==> src/rtl/core/flc_pkg.sv <==
// Shared constants, types and helpers for the FIR linear convolution block.
`timescale 1ns / 1ps

package flc_pkg;

  localparam int MAX_TAPS_DEF     = 16;
  localparam int SAMPLE_WIDTH_DEF = 16;
  localparam int NUM_TAPS_W       = 5;
  localparam int TAP_IDX_W        = 4;
  localparam int RES_W            = 36;
  // running sum is held inside +-2^40, which needs 42 signed bits
  localparam int LIM_EXP          = 40;
  localparam int ACC_W            = LIM_EXP + 2;

  // word kinds on s_axis_tuser
  localparam logic REQ_SAMPLE = 1'b0;
  localparam logic REQ_COEF   = 1'b1;

  // travels with each partial sum down the chain
  typedef struct packed {
    logic valid;
    logic last;
  } tag_t;

  function automatic logic [RES_W-1:0] sat_res(input logic signed [ACC_W-1:0] a);
    logic signed [ACC_W-1:0] hi;
    logic signed [ACC_W-1:0] lo;
    hi = {{(ACC_W-RES_W+1){1'b0}}, {(RES_W-1){1'b1}}};
    lo = {{(ACC_W-RES_W+1){1'b1}}, {(RES_W-1){1'b0}}};
    if (a > hi) begin
      return hi[RES_W-1:0];
    end else if (a < lo) begin
      return lo[RES_W-1:0];
    end else begin
      return a[RES_W-1:0];
    end
  endfunction

endpackage

==> src/rtl/core/flc_skid.sv <==
// Output register with skid entry, registered ready toward the chain.
`timescale 1ns / 1ps

module flc_skid #(
  parameter int WIDTH = flc_pkg::RES_W + 1
) (
  input  logic             clk,
  input  logic             rst,
  input  logic             in_valid,
  output logic             in_ready,
  input  logic [WIDTH-1:0] in_data,
  output logic             out_valid,
  input  logic             out_ready,
  output logic [WIDTH-1:0] out_data
);
  import flc_pkg::*;

  logic             sk_valid;
  logic [WIDTH-1:0] sk_data;
  logic             in_fire;
  logic             load;

  assign in_ready = !sk_valid;
  assign in_fire  = in_valid && !sk_valid;
  assign load     = out_ready || !out_valid;

  always_ff @(posedge clk) begin
    if (rst) begin
      out_valid <= 1'b0;
      sk_valid  <= 1'b0;
    end else if (load) begin
      out_valid <= sk_valid || in_fire;
      sk_valid  <= 1'b0;
    end else if (in_fire) begin
      sk_valid <= 1'b1;
    end
  end

  always_ff @(posedge clk) begin
    if (load) begin
      if (sk_valid) begin
        out_data <= sk_data;
      end else if (in_fire) begin
        out_data <= in_data;
      end
    end else if (in_fire) begin
      sk_data <= in_data;
    end
  end

endmodule

==> config.mk <==
export PLATFORM = sky130hd
export DESIGN_NAME = flc_skid
export DESIGN_NICKNAME = d
export VERILOG_FILES = /design/src/rtl/core/flc_pkg.sv /design/src/rtl/core/flc_skid.sv
export SDC_FILE = /design/constraint.sdc
export NUM_CORES = 1
export LEC_CHECK = 0
export BUFFER_PORTS_ARGS = -buffer_cell sky130_fd_sc_hd__buf_4
export CORE_MARGIN = 10
export CORE_UTILIZATION = 25
export DETAILED_ROUTE_END_ITERATION = 10
export SYNTH_ARGS = -nofsm -noshare
export SYNTH_HDL_FRONTEND = slang
export SYNTH_SLANG_ARGS = --single-unit
==> constraint.sdc <==
create_clock -name clk -period 4.7 [get_ports clk]
set_clock_uncertainty 0.1 [all_clocks]
set_input_delay 0.235 -clock clk [delete_from_list [all_inputs] [get_ports clk]]
set_output_delay 0.235 -clock clk [all_outputs]
set_load 0.03 [all_outputs]
* After elaboration in Yosys (flattened, before gate mapping) *
Index checks and enable logic that the tools add are counted.

word-level totals
  register bits = 76
  input port bits = 41
  output and inout bits = 39
  logic and storage cells = 16

cells by class
  mux-type cells = 2
  bitwise logic cells = 1
  reduce and logical (&&, ||, !) cells = 9

operator list
  operator             number
  $mux W37             2
  $reduce_and A2 Y1    2
  $logic_not A1 Y1     2
  $logic_or A1 B1 Y1   2
  $reduce_bool A2 Y1   1
  $reduce_or A2 Y1     1
  $logic_and A1 B1 Y1  1
  $not A1 Y1           1

* Depth between registers and ports, before layout *
  depth in word-level cells = 4
  depth in mapped cells = 4

* Worst setup path before layout *
No wires, ideal clock.

  kind = reg-to-reg
  from = reg out_valid
  to = reg sk_data[0], enable pin
  library setup time = 485 ps
  data arrival time = 3,436 ps
  data required time = 4,115 ps
  path slack = 679 ps
  cell stages (with the launch flop) = 3
  clock period less this slack = 4,021 ps
  cells stage by stage = dfxtp_1 > nand2b_1 > nor3b_1

between the ends
  cells in the longest elaborated chain, start to end = 4

ends and longest elaborated chain
  item                         RTL line        text
  start, declared              flc_skid.sv:12  output logic out_valid,
  start signal, assigned       flc_skid.sv:32  out_valid <= sk_valid || in_fire;
  $logic_not A1 Y1             flc_skid.sv:25  assign load = out_ready || !out_valid;
  $logic_or A1 B1 Y1           flc_skid.sv:25
  $not A1 Y1 (no line)         --
  $reduce_and A2 Y1 (no line)  --
  end signal, assigned         flc_skid.sv:47  sk_data <= in_data;
  end, declared                flc_skid.sv:19  logic [WIDTH-1:0] sk_data;

Every way passes these cells.
A chain may end at the register's enable or synchronous reset.

* Final worst setup path *
  from = reg sk_valid
  to = reg out_data[22], enable pin

between the ends
  cells in the longest elaborated chain, start to end = 4

ends and longest elaborated chain
  item                              RTL line        text
  start, declared                   flc_skid.sv:18  logic sk_valid;
  start signal, assigned            flc_skid.sv:30  sk_valid <= 1'b0;
  start signal, assigned            flc_skid.sv:33  sk_valid <= 1'b0;
  start signal, assigned            flc_skid.sv:35  sk_valid <= 1'b1;
  $logic_not A1 Y1                  flc_skid.sv:24  assign in_fire = in_valid && !sk_valid;
  $logic_and A1 B1 Y1               flc_skid.sv:24
  $reduce_bool A2 Y1 (no line) (*)  --
  $reduce_and A2 Y1 (no line) (*)   --
  end signal, assigned              flc_skid.sv:42  out_data <= sk_data;
  end signal, assigned              flc_skid.sv:44  out_data <= in_data;
  end, declared                     flc_skid.sv:14  output logic [WIDTH-1:0] out_data

Mark *: on every way between the ends. The rest lies on a longest branch, timed or not.

==> results.py <==
metrics = {
    "cells_and_area": {
        "final_common_cell": "sky130_fd_sc_hd__buf_4",
        "drive_above_1_share_pct": 54.4,
        "sequential_cell_area_sq_um": 2260,
        "antenna_cells_inserted": 0,
        "most-common-layout-cells": "sky130_fd_sc_hd__buf_4, sky130_fd_sc_hd__edfxtp_1, sky130_fd_sc_hd__mux2_4",
        "area_growth_syn_to_layout_pct": 45.4,
        "layout.core_utilization_pct": 37.2,
        "layout.cells.non_filler": 393,
        "final_net_count": 287,
        "total_area_of_multi_input_combinational_cells_sq_um": 593,
        "n_fill_cell": 1042,
        "finish.instance_area_sq_um": 4270,
    },
    "synthesis": {
        "netlist_instances": 125,
        "ys_seq_elements": 76,
        "synth_area_per_cell_sq_um": 23.5,
        "ys.warnings.count": 0,
        "synth_nets": 166,
        "synth_cell_types": 13,
        "post_synth_instance_area_sq_um": 2940,
        "synth_sequential_area_ratio_pct": 77.1,
    },
    "clock_tree": {
        "cts-buffers-inserted": 9,
        "cts.sink_count": 76,
        "ctsLongestPathBuffers": 2,
        "clock_insertion_delay_worst_skew_ps": 320,
        "cts_root_buf": "sky130_fd_sc_hd__clkbuf_16",
        "cts-resized-gates": 0,
        "tritoncts": "built",
        "htree_levels": 3,
        "worst_setup_hold_path_clk_slew_ps": 60,
    },
    "floorplanning": {
        "rows": 39,
        "ios": 80,
        "placeableCoreArea_sq_um": 11500,
        "dieHeight_um": 128,
        "die_w_um": 128,
        "initial_utilization_pct": 25.6,
        "die-area_sq_um": 16500,
    },
    "timing": {
        "max_freq_mhz": 444,
        "min_period_over_period_pct": 47.9,
        "setup_repair_after_global_routing_missed_its_margin": "no",
        "timing.final.setup_violations": 0,
        "final.setup.tns_ps": 0,
        "worst_pin_slew_ps": 907,
        "post-route-worst-setup-slack_ps": 2450,
        "period_needed_ps": 2250,
        "finalMaxSlewViolations": 0,
        "report.final.hold_viol_count": 0,
        "slew_headroom_pct": 39.5,
        "hold_slack_ps": 7.14,
    },
    "power_and_ir_drop": {
        "power_frac_clock_pct": 39.9,
        "swShare_pct": 21.3,
        "power.sequential.fraction_pct": 48.8,
        "leakage_nw": 1.65,
        "report.power.total_mw": 1.62,
        "vdd_drop_max_v": 0.000156,
        "switching_power_uw": 345,
        "internal_power_mw": 1.28,
        "power.density_nw_per_um2": 380,
        "pwr-share-comb_pct": 11.3,
    },
    "critical_path": {
        "cp-end-kind": "flip-flop",
        "slowest_delay_ps": 850,
        "crit_path_max_fanout": 41,
        "critical_path.reg2reg.startpoint": "sk_valid$_SDFFE_PP0P_",
        "worstPathRequired_ps": 4540,
        "timing.critical_path.cells": "buf_4 -> o21a_2",
        "setup.worst_path.start": "sk_valid$_SDFFE_PP0P_",
        "worstSetupPathType": "reg -> reg",
        "regToRegSetupSlack_ps": 2450,
        "critPathArrivalTime_ps": 2090,
        "worst_path_max_delay_cell": "sky130_fd_sc_hd__o21a_2",
        "crit_path_start_kind": "flip-flop",
    },
    "worst_hold_path": {
        "min_path_type": "in -> reg",
        "worst_hold_startpoint": "in_data[4]",
    },
    "global_route": {
        "grt_max_degree": 42,
        "first_global_vias": 1658,
        "grt-ovfl-total": 0,
        "antenna_found_initial": 0,
        "grt_pass1_wl_mm": 8.99,
        "grt_usage_pct": 7.09,
    },
    "detailed_routing": {
        "finalWirelength_mm": 5.82,
        "antenna_left": 0,
        "iteration_count_of_the_initial_detailed_routing_pass": 3,
        "num_vias": 1491,
        "detail_route.drc_violations": 0,
        "drt-wirelength-per-cell_um": 14.8,
        "ratio_of_routed_vias_to_standard_cells": 3.79,
        "initialDrtViolationCount": 55,
    },
    "placed_design": {
        "dp_hpwl_mm": 4.15,
        "place_area_sq_um": 3650,
        "place_ws_ps": 2400,
        "placement.io_buffers": 79,
        "globalplace.congestion": 0.644,
        "dpl.cell_count": 345,
    },
    "status": {
        "status": "finished, final reports clean",
    },
    "flow_run": {
        "max_cap_violations": 0,
    },
}
power groups by stage:
stage	combinational (mW)	sequential (mW)	clock [mW]
after floorplan	0.0465	0.850	0
after global placement	0.163	0.806	0
after detailed placement	0.165	0.806	0
after CTS	0.188	0.792	0.666
after global routing	0.197	0.794	0.693
final	0.183	0.792	0.648
path summary, 6_finish.rpt:
kind | endpoint | cells past startpoint
worst max-delay path | out_data[22]$_DFFE_PP_ | 2
worst max register to register | out_data[22]$_DFFE_PP_ | 2
worst min-delay path | sk_data[4]$_DFFE_PP_ | 1
worst min register to register | out_data[9]$_DFFE_PP_ | 1
synthesized netlist by cell type:
| master | n | area share, % |
|---|---|---|
| sky130_fd_sc_hd__edfxtp_1 | 74 | 76 |
| sky130_fd_sc_hd__nor3b_1 | 1 | 0.26 |
| sky130_fd_sc_hd__inv_1 | 1 | 0.13 |
| sky130_fd_sc_hd__dfxtp_1 | 2 | 1.4 |
| sky130_fd_sc_hd__a21oi_1 | 1 | 0.17 |
| sky130_fd_sc_hd__mux2_4 | 36 | 18 |
| sky130_fd_sc_hd__nor3_1 | 1 | 0.17 |
| sky130_fd_sc_hd__buf_12 | 3 | 2.0 |
| sky130_fd_sc_hd__buf_6 | 2 | 0.77 |
| sky130_fd_sc_hd__nand2b_1 | 1 | 0.21 |
| sky130_fd_sc_hd__nor2_1 | 1 | 0.13 |
| sky130_fd_sc_hd__mux2_2 | 1 | 0.38 |
| sky130_fd_sc_hd__o21a_1 | 1 | 0.26 |
routing by layer:
layer	global-route usage (%)	up-vias	wire length [um]	share of wire, %
met5	0	-	0	0
met4	2.78	0	83	1.4
met3	3.53	8	479	8.2
met2	11.0	54	2780	48
met1	8.22	696	2480	43
li1	-	733	-	-
cell type report:
| class | count | area share (%) |
|---|---|---|
| Sequential cell | 76 | 53.0 |
| Timing Repair Buffer | 115 | 22.2 |
| Multi-Input combinational cell | 43 | 13.9 |
| Clock buffer | 9 | 5.28 |
| Tap cell | 143 | 4.19 |
| Clock inverter | 6 | 1.32 |
| Inverter | 1 | 0.0880 |
worst max-delay path: cells and delay by family, from the launching register on:
family	cells	cell delay (ps)
AOI/OAI and AO/OA	1	850
buffers and inverters	1	580
DFF	1	310
cell families (layout without fill, tap and decap cells):
kind of cell	after synthesis	after routing	share of synthesized area (%)
flops	76	76	77.1
compound gates	2	2	0.426
mux	37	37	18.8
buf+inv	6	131	2.94
simple gates	4	4	0.767
what timing repair did:
action                    in CTS  in global routing
hold buffers                  33                  0
hold endpoints to repair      34                  0
buffers inserted               0                  0
flip-flops by register name, summed over array words and instances, names as in the netlist:
register / flops
sk_valid: 1
out_data: 37
sk_data: 37
out_valid: 1
Power figures use the tool's default switching activity.
