$ cat src/rtl/core/flc_pkg.sv
// Shared constants, types and helpers for the FIR linear convolution block.
`timescale 1ns / 1ps

package flc_pkg;

  localparam int MAX_TAPS_DEF     = 16;
  localparam int SAMPLE_WIDTH_DEF = 16;
  localparam int NUM_TAPS_W       = 5;
  localparam int TAP_IDX_W        = 4;
  localparam int RES_W            = 36;
  // running sum is held inside +-2^40, which needs 42 signed bits
  localparam int LIM_EXP          = 40;
  localparam int ACC_W            = LIM_EXP + 2;

  // word kinds on s_axis_tuser
  localparam logic REQ_SAMPLE = 1'b0;
  localparam logic REQ_COEF   = 1'b1;

  // travels with each partial sum down the chain
  typedef struct packed {
    logic valid;
    logic last;
  } tag_t;

  function automatic logic [RES_W-1:0] sat_res(input logic signed [ACC_W-1:0] a);
    logic signed [ACC_W-1:0] hi;
    logic signed [ACC_W-1:0] lo;
    hi = {{(ACC_W-RES_W+1){1'b0}}, {(RES_W-1){1'b1}}};
    lo = {{(ACC_W-RES_W+1){1'b1}}, {(RES_W-1){1'b0}}};
    if (a > hi) begin
      return hi[RES_W-1:0];
    end else if (a < lo) begin
      return lo[RES_W-1:0];
    end else begin
      return a[RES_W-1:0];
    end
  endfunction

endpackage

$ cat src/rtl/core/flc_cell.sv
// One tap cell: delay line entry, coefficient, product pipe and saturating add stage.
`timescale 1ns / 1ps

module flc_cell #(
  parameter int SAMPLE_WIDTH = flc_pkg::SAMPLE_WIDTH_DEF,
  parameter int DEPTH        = 1
) (
  input  logic                              clk,
  input  logic                              rst,
  input  logic                              adv,
  input  logic                              step,
  input  logic                              clear,
  input  logic        [SAMPLE_WIDTH-1:0]    x_in,
  output logic        [SAMPLE_WIDTH-1:0]    x_out,
  input  logic                              tap_we,
  input  logic        [SAMPLE_WIDTH-1:0]    tap_wdata,
  input  logic                              use_tap,
  input  logic signed [flc_pkg::ACC_W-1:0]  acc_in,
  input  flc_pkg::tag_t                     tag_in,
  output logic signed [flc_pkg::ACC_W-1:0]  acc_out,
  output flc_pkg::tag_t                     tag_out
);
  import flc_pkg::*;

  localparam int PW    = 2 * SAMPLE_WIDTH;
  localparam int SUM_W = ((PW > ACC_W) ? PW : ACC_W) + 1;
  localparam logic signed [SUM_W-1:0] POS_LIM =
    {{(SUM_W-LIM_EXP-1){1'b0}}, 1'b1, {LIM_EXP{1'b0}}};
  localparam logic signed [SUM_W-1:0] NEG_LIM = -POS_LIM;

  logic        [SAMPLE_WIDTH-1:0] tap;
  logic        [SAMPLE_WIDTH-1:0] hold;
  logic signed [PW-1:0]           pipe [DEPTH];
  logic signed [PW-1:0]           prod;
  logic signed [SUM_W-1:0]        sum;
  logic signed [SUM_W-1:0]        sat;

  assign x_out = hold;
  assign prod  = $signed(tap) * $signed(x_in);
  assign sum   = SUM_W'(acc_in) + SUM_W'(pipe[DEPTH-1]);

  always_comb begin
    if (sum > POS_LIM) begin
      sat = POS_LIM;
    end else if (sum < NEG_LIM) begin
      sat = NEG_LIM;
    end else begin
      sat = sum;
    end
  end

  always_ff @(posedge clk) begin
    if (rst) begin
      tap <= '0;
    end else if (tap_we) begin
      tap <= tap_wdata;
    end
  end

  // delay line entry moves only when a sample or a tail zero steps in
  always_ff @(posedge clk) begin
    if (rst) begin
      hold <= '0;
    end else if (step) begin
      hold <= clear ? '0 : x_in;
    end
  end

  // product waits here until its partial sum reaches this cell
  always_ff @(posedge clk) begin
    if (adv) begin
      pipe[0] <= use_tap ? prod : '0;
      for (int j = 1; j < DEPTH; j++) begin
        pipe[j] <= pipe[j-1];
      end
    end
  end

  always_ff @(posedge clk) begin
    if (adv) begin
      acc_out <= sat[ACC_W-1:0];
    end
  end

  always_ff @(posedge clk) begin
    if (rst) begin
      tag_out <= '0;
    end else if (adv) begin
      tag_out <= tag_in;
    end
  end

endmodule

$ cat config.mk
export PLATFORM = sky130hd
export DESIGN_NAME = flc_cell
export DESIGN_NICKNAME = d
export VERILOG_FILES = /design/src/rtl/core/flc_pkg.sv /design/src/rtl/core/flc_cell.sv
export SDC_FILE = /design/constraint.sdc
export NUM_CORES = 1
export LEC_CHECK = 0
export CELL_PAD_IN_SITES_DETAIL_PLACEMENT = 2
export CELL_PAD_IN_SITES_GLOBAL_PLACEMENT = 2
export CORE_UTILIZATION = 40
export DETAILED_ROUTE_END_ITERATION = 8
export DONT_BUFFER_PORTS = 1
export PLACE_DENSITY_LB_ADDON = 0.1
export SYNTH_ARGS = -nofsm -noshare
export SYNTH_HDL_FRONTEND = slang
export SYNTH_SLANG_ARGS = --single-unit
$ cat constraint.sdc
create_clock -name clk -period 11.2 [get_ports clk]
set_clock_uncertainty 0.15 [all_clocks]
set_input_delay 2.24 -clock clk [delete_from_list [all_inputs] [get_ports clk]]
set_output_delay 2.24 -clock clk [all_outputs]
set_load 0.01 [all_outputs]
* Yosys cells after proc, flatten, opt, wreduce, memory -nomap -nowiden
Memories as Yosys holds them, arrays and structs flattened.
Index checks and enable logic that the tools add are counted.
** Cells by class
- $add $sub $neg :: 1
- Multipliers :: 1
- Order comparisons :: 2
- Muxes and demuxes :: 5
- Reduce and logical (&&, ||, !) cells :: 1
** Operators with widths (number)
- $add A42 B32 Y43 :: 1
- $gt A43 B42 Y1 const B :: 1
- $lt A43 B41 Y1 const B :: 1
- $mux W42 :: 1
- $mul A16 B16 Y32 :: 1
- $mux W32 :: 1
- $mux W16 :: 1
- $mux W1 :: 2
- $reduce_or A2 Y1 :: 1
** Word-level totals
- Register bits after elaboration :: 76
- Memory bits (writable) :: 32
- Output and inout port bits :: 60
- Logic and storage cells :: 17
- Memories kept :: 1
** Memories
- pipe :: words 1, width 32, rd ports 1, clocked after Yosys merged registers in 0, wr ports 1, RTL line flc_cell.sv:33 : logic signed [PW-1:0] pipe [DEPTH];

* Longest topological paths before layout
An unclocked memory read counts as a cell.
- Word-level depth :: 4
- Depth in mapped cells :: 26
- Mapped depth without buffers :: 25

* Worst setup path after synthesis
OpenSTA, ideal clock, no wires.
- Path kind :: input-to-reg
- Start :: in x_in[1]
- End :: mem pipe[0][31] (netlist bit) (data pin)
- Setup time :: 0.255 ns
- Arrival time :: 7.934 ns
- Required time :: 10.795 ns
- Slack :: 2.860 ns
- Stages :: 20
- Cell sequence :: clkbuf_1 -> nand2_1 -> inv_1 -> fa_1 -> fa_1 -> inv_1 -> fa_1 -> fa_1 -> fa_1 -> fa_1 -> inv_1 -> ha_1 -> nand2_1 -> nor3_1 -> nand3_1 -> or3b_2 -> a21oi_1 -> o41a_1 -> o21ai_0 -> and3b_1
** On the way
- Longest elaborated chain between the ends :: 2
** RTL lines
- from (decl) :: RTL line flc_cell.sv:13 : input logic [SAMPLE_WIDTH-1:0] x_in,
- $mul A16 B16 Y32 :: RTL line flc_cell.sv:39 : assign prod = $signed(tap) * $signed(x_in);
- $mux W32 :: RTL line flc_cell.sv:72 : pipe[0] <= use_tap ? prod : '0;
- to (decl) :: RTL line flc_cell.sv:33
No other way between the ends.

* Final worst setup path
Same ends and word-level chain as after synthesis.

==> results.toml <==
[placement]
port_buffers = 0
placed_area_um2 = 17460
hpwl_um = 44440
gp_congestion = 0.8520

[die]
io_pins = 143
dieArea_um2 = 43470
start_util_pct = 40.57
placementRows = 75
die_w_um = 208.5
dieHeight_um = 208.5
core_area_um2 = 42040

[synth]
synth_edf_count = 74
synthCells = 1835
netlist_area_um2 = 17060
yosys_warnings = 0
async_flop_share_pct = 0
ys_seq_area_share_pct = 17.02
avgSynthCellArea_um2 = 9.295
yosys_register_bits = 108
ys.flop_type = "edfxtp_1"
synth.net_count = 2305
ys_types = 87

[grt]
grt_max_degree = 77
grt_usage_pct = 25.54
grt_pass1_wl_um = 84700
antenna_found_initial = 2
grt_overflow = 0
grt_pass1_vias = 14660

[cts]
clock_sinks = 108
numCtsBuffers = 9
cts_tree = "built"
post-cts-setup-buffers = 0
holdBufCountCts = 0
cts_resized = 0
clockBufferDepth = 2
worst_skew_pair.late_latency_ns = 0.41
htree_levels = 3
root_buffer = "clkbuf_16"
clk_pin_slew_worst_paths_ns = 0.07

[timing]
hold_slack_ns = 0.3605
worst_slew_pin_slew_ns = 1.174
fmax_ghz = 0.1191
period_needed_ns = 8.396
fin_crit_sh_pct = 74.97
setup_violations = 0
rsz0062_at_grt = "false"
finalMaxSlewViolations = 0
hold_violations = 0
relSlewSlack_pct = 21.73
finalSetupTns_ns = 0

[pwr]
power.density_nw_per_um2 = 233.2
p_total_w = 0.004145
power.leakage_nw = 8.165
vdd_drop_max_v = 0.0001138

[drt]
routed-via-count = 12810
dr.pass1.iters = 4
drtIter0Drc = 450
drc = 0
drtAntennaViolNets = 0
drt_wl_total_um = 53250
via_per_inst = 5.505
avgRoutedWirePerCell_um = 22.88

[finish]
area_growth_pct = 4.240
fin_nets = 2253
stdcell_area_um2 = 17780
drive_gt1_share_pct = 3.805

[setup_path]
criticalPathCategory = "primary input to register"
path_max_fanout = 17
critPathArrivalTime_ns = 8.40
r2r_slack_ns = 3.74
cp.required_ns = 11.20
critPathCaptureType = "register"
critPathLaunchType = "primary input"

[outcome]
status = "complete, no violations"

[hold_path]
min_path_type = "register to register"

[flow_run]
max_cap_viol_count = 0
-- stage by stage --
step | cells | util [%] | setup WS, ns
6_report | 2327 | 42.29 | 2.804
3_5_place_dp | 2311 | 41.54 | 2.398
2_1_floorplan | 1835 | - | 2.860
4_1_cts | 2326 | 42.29 | 2.764
5_1_grt | 2326 | 42.29 | 2.438
3_3_place_gp | 2311 | 41.54 | 2.673
-- logic make-up (layout without fill, tap and decap cells) --
| family | Yosys count | count (layout) | share of synthesized area (%) |
|---|---|---|---|
| buf+inv | 389 | 341 | 8.913 |
| xor+xnor | 48 | 48 | 2.465 |
| compound gates | 297 | 297 | 12.40 |
| other cells | 0 | 1 | 0 |
| simple gates | 582 | 582 | 17.82 |
| fa+ha+maj | 387 | 387 | 39.96 |
| mux | 24 | 24 | 1.416 |
| flops | 108 | 108 | 17.02 |
-- layer usage --
layer | vias up | routed length, µm | GRT usage (%)
met2 | 202 | 26960 | 45.25
met4 | 2 | 862 | 5.977
met5 | - | 8 | 0
met1 | 6703 | 23630 | 32.72
met3 | 40 | 1785 | 3.623
li1 | 5864 | - | -
-- worst max-delay path, cell delays in order --
cell and delay [ns]:
nand2_1 0.09, inv_1 0.11, fa_1 0.65, fa_1 0.88
inv_1 0.16, fa_1 0.53, fa_1 0.57, fa_1 0.43
fa_1 0.49, inv_1 0.04, ha_1 0.37, nand2_1 0.08
nor3_1 0.37, nand3_1 0.14, or3b_2 0.47, a21oi_1 0.28
o41a_1 0.22, o21ai_0 0.07, and3b_1 0.19
-- cell usage after synthesis (5+ instances only) --
library cell | instances | area, µm²
inv_1 | 322 | 1209
fa_1 | 263 | 5265
nand2_1 | 184 | 690.7
and2_1 | 148 | 925.9
ha_1 | 124 | 1551
a21oi_1 | 76 | 380.4
edfxtp_1 | 74 | 2222
nor2_1 | 74 | 277.8
clkbuf_1 | 47 | 176.4
o21ai_0 | 39 | 195.2
nand2b_1 | 36 | 225.2
dfxtp_1 | 34 | 680.7
xnor2_1 | 32 | 280.3
a21o_1 | 28 | 210.2
nor3_1 | 26 | 130.1
nand3_1 | 24 | 120.1
mux2i_1 | 23 | 230.2
nand3b_1 | 19 | 142.6
o211ai_1 | 17 | 127.6
a21oi_2 | 16 | 140.1
xor2_1 | 16 | 140.1
buf_2 | 12 | 60.06
nand4_1 | 12 | 75.07
nor2b_1 | 12 | 75.07
o21a_1 | 12 | 90.09
a31oi_1 | 10 | 62.56
a211oi_1 | 9 | 67.56
nor4_1 | 9 | 56.30
o21bai_1 | 8 | 60.06
and4_1 | 7 | 61.31
and3_1 | 6 | 37.54
o21ai_1 | 6 | 30.03
a21boi_1 | 5 | 37.54
a21boi_2 | 5 | 56.30
buf_6 | 5 | 56.30
-- path summary, 6_finish.rpt --
check | startpoint | end | cells past startpoint
max | x_in[1] | pipe[0][31]$_SDFFCE_PN0P_ | 19
min | x_out[3]$_SDFFE_PP0P_ | x_out[3]$_SDFFE_PP0P_ | 2
max reg2reg | tap[15]$_SDFFE_PP0P_ | pipe[0][31]$_SDFFCE_PN0P_ | 19
min reg2reg | x_out[3]$_SDFFE_PP0P_ | x_out[3]$_SDFFE_PP0P_ | 2
-- placed cells by master, fill, tap and decap left out, drive strengths merged, types with 28 or more instances in the layout --
master,count
inv,323
fa,263
nand2,184
and2,148
ha,124
a21oi,93
nor2,74
edfxtp,74
o21ai,48
nand2b,36
dfxtp,34
xnor2,32
a21o,28
-- layout make-up --
cell class | instances | area (µm²)
diodes | 1 | 2.502
clock buffers | 9 | 225.2
clock inverters | 6 | 88.84
fillers | 4596 | 24260
inverters | 322 | 1209
multi-input cells | 1338 | 12650
flip-flops and latches | 108 | 2903
well taps | 539 | 674.4
repair buffers | 4 | 30.03
-- registers in the layout (all words and copies together) (netlist names) --
signal	flops
tap	16
pipe	32
tag_out	2
x_out	16
acc_out	42
-- power by group --
| group | internal, W | total, W | leakage [nW] | switching [W] |
|---|---|---|---|---|
| clock network | 0.000195 | 0.000364 | 0.150 | 0.000169 |
| registers | 0.000633 | 0.000740 | 1.04 | 0.000107 |
| logic | 0.00122 | 0.00304 | 6.98 | 0.00182 |
(Power assumes the default switching activity.)
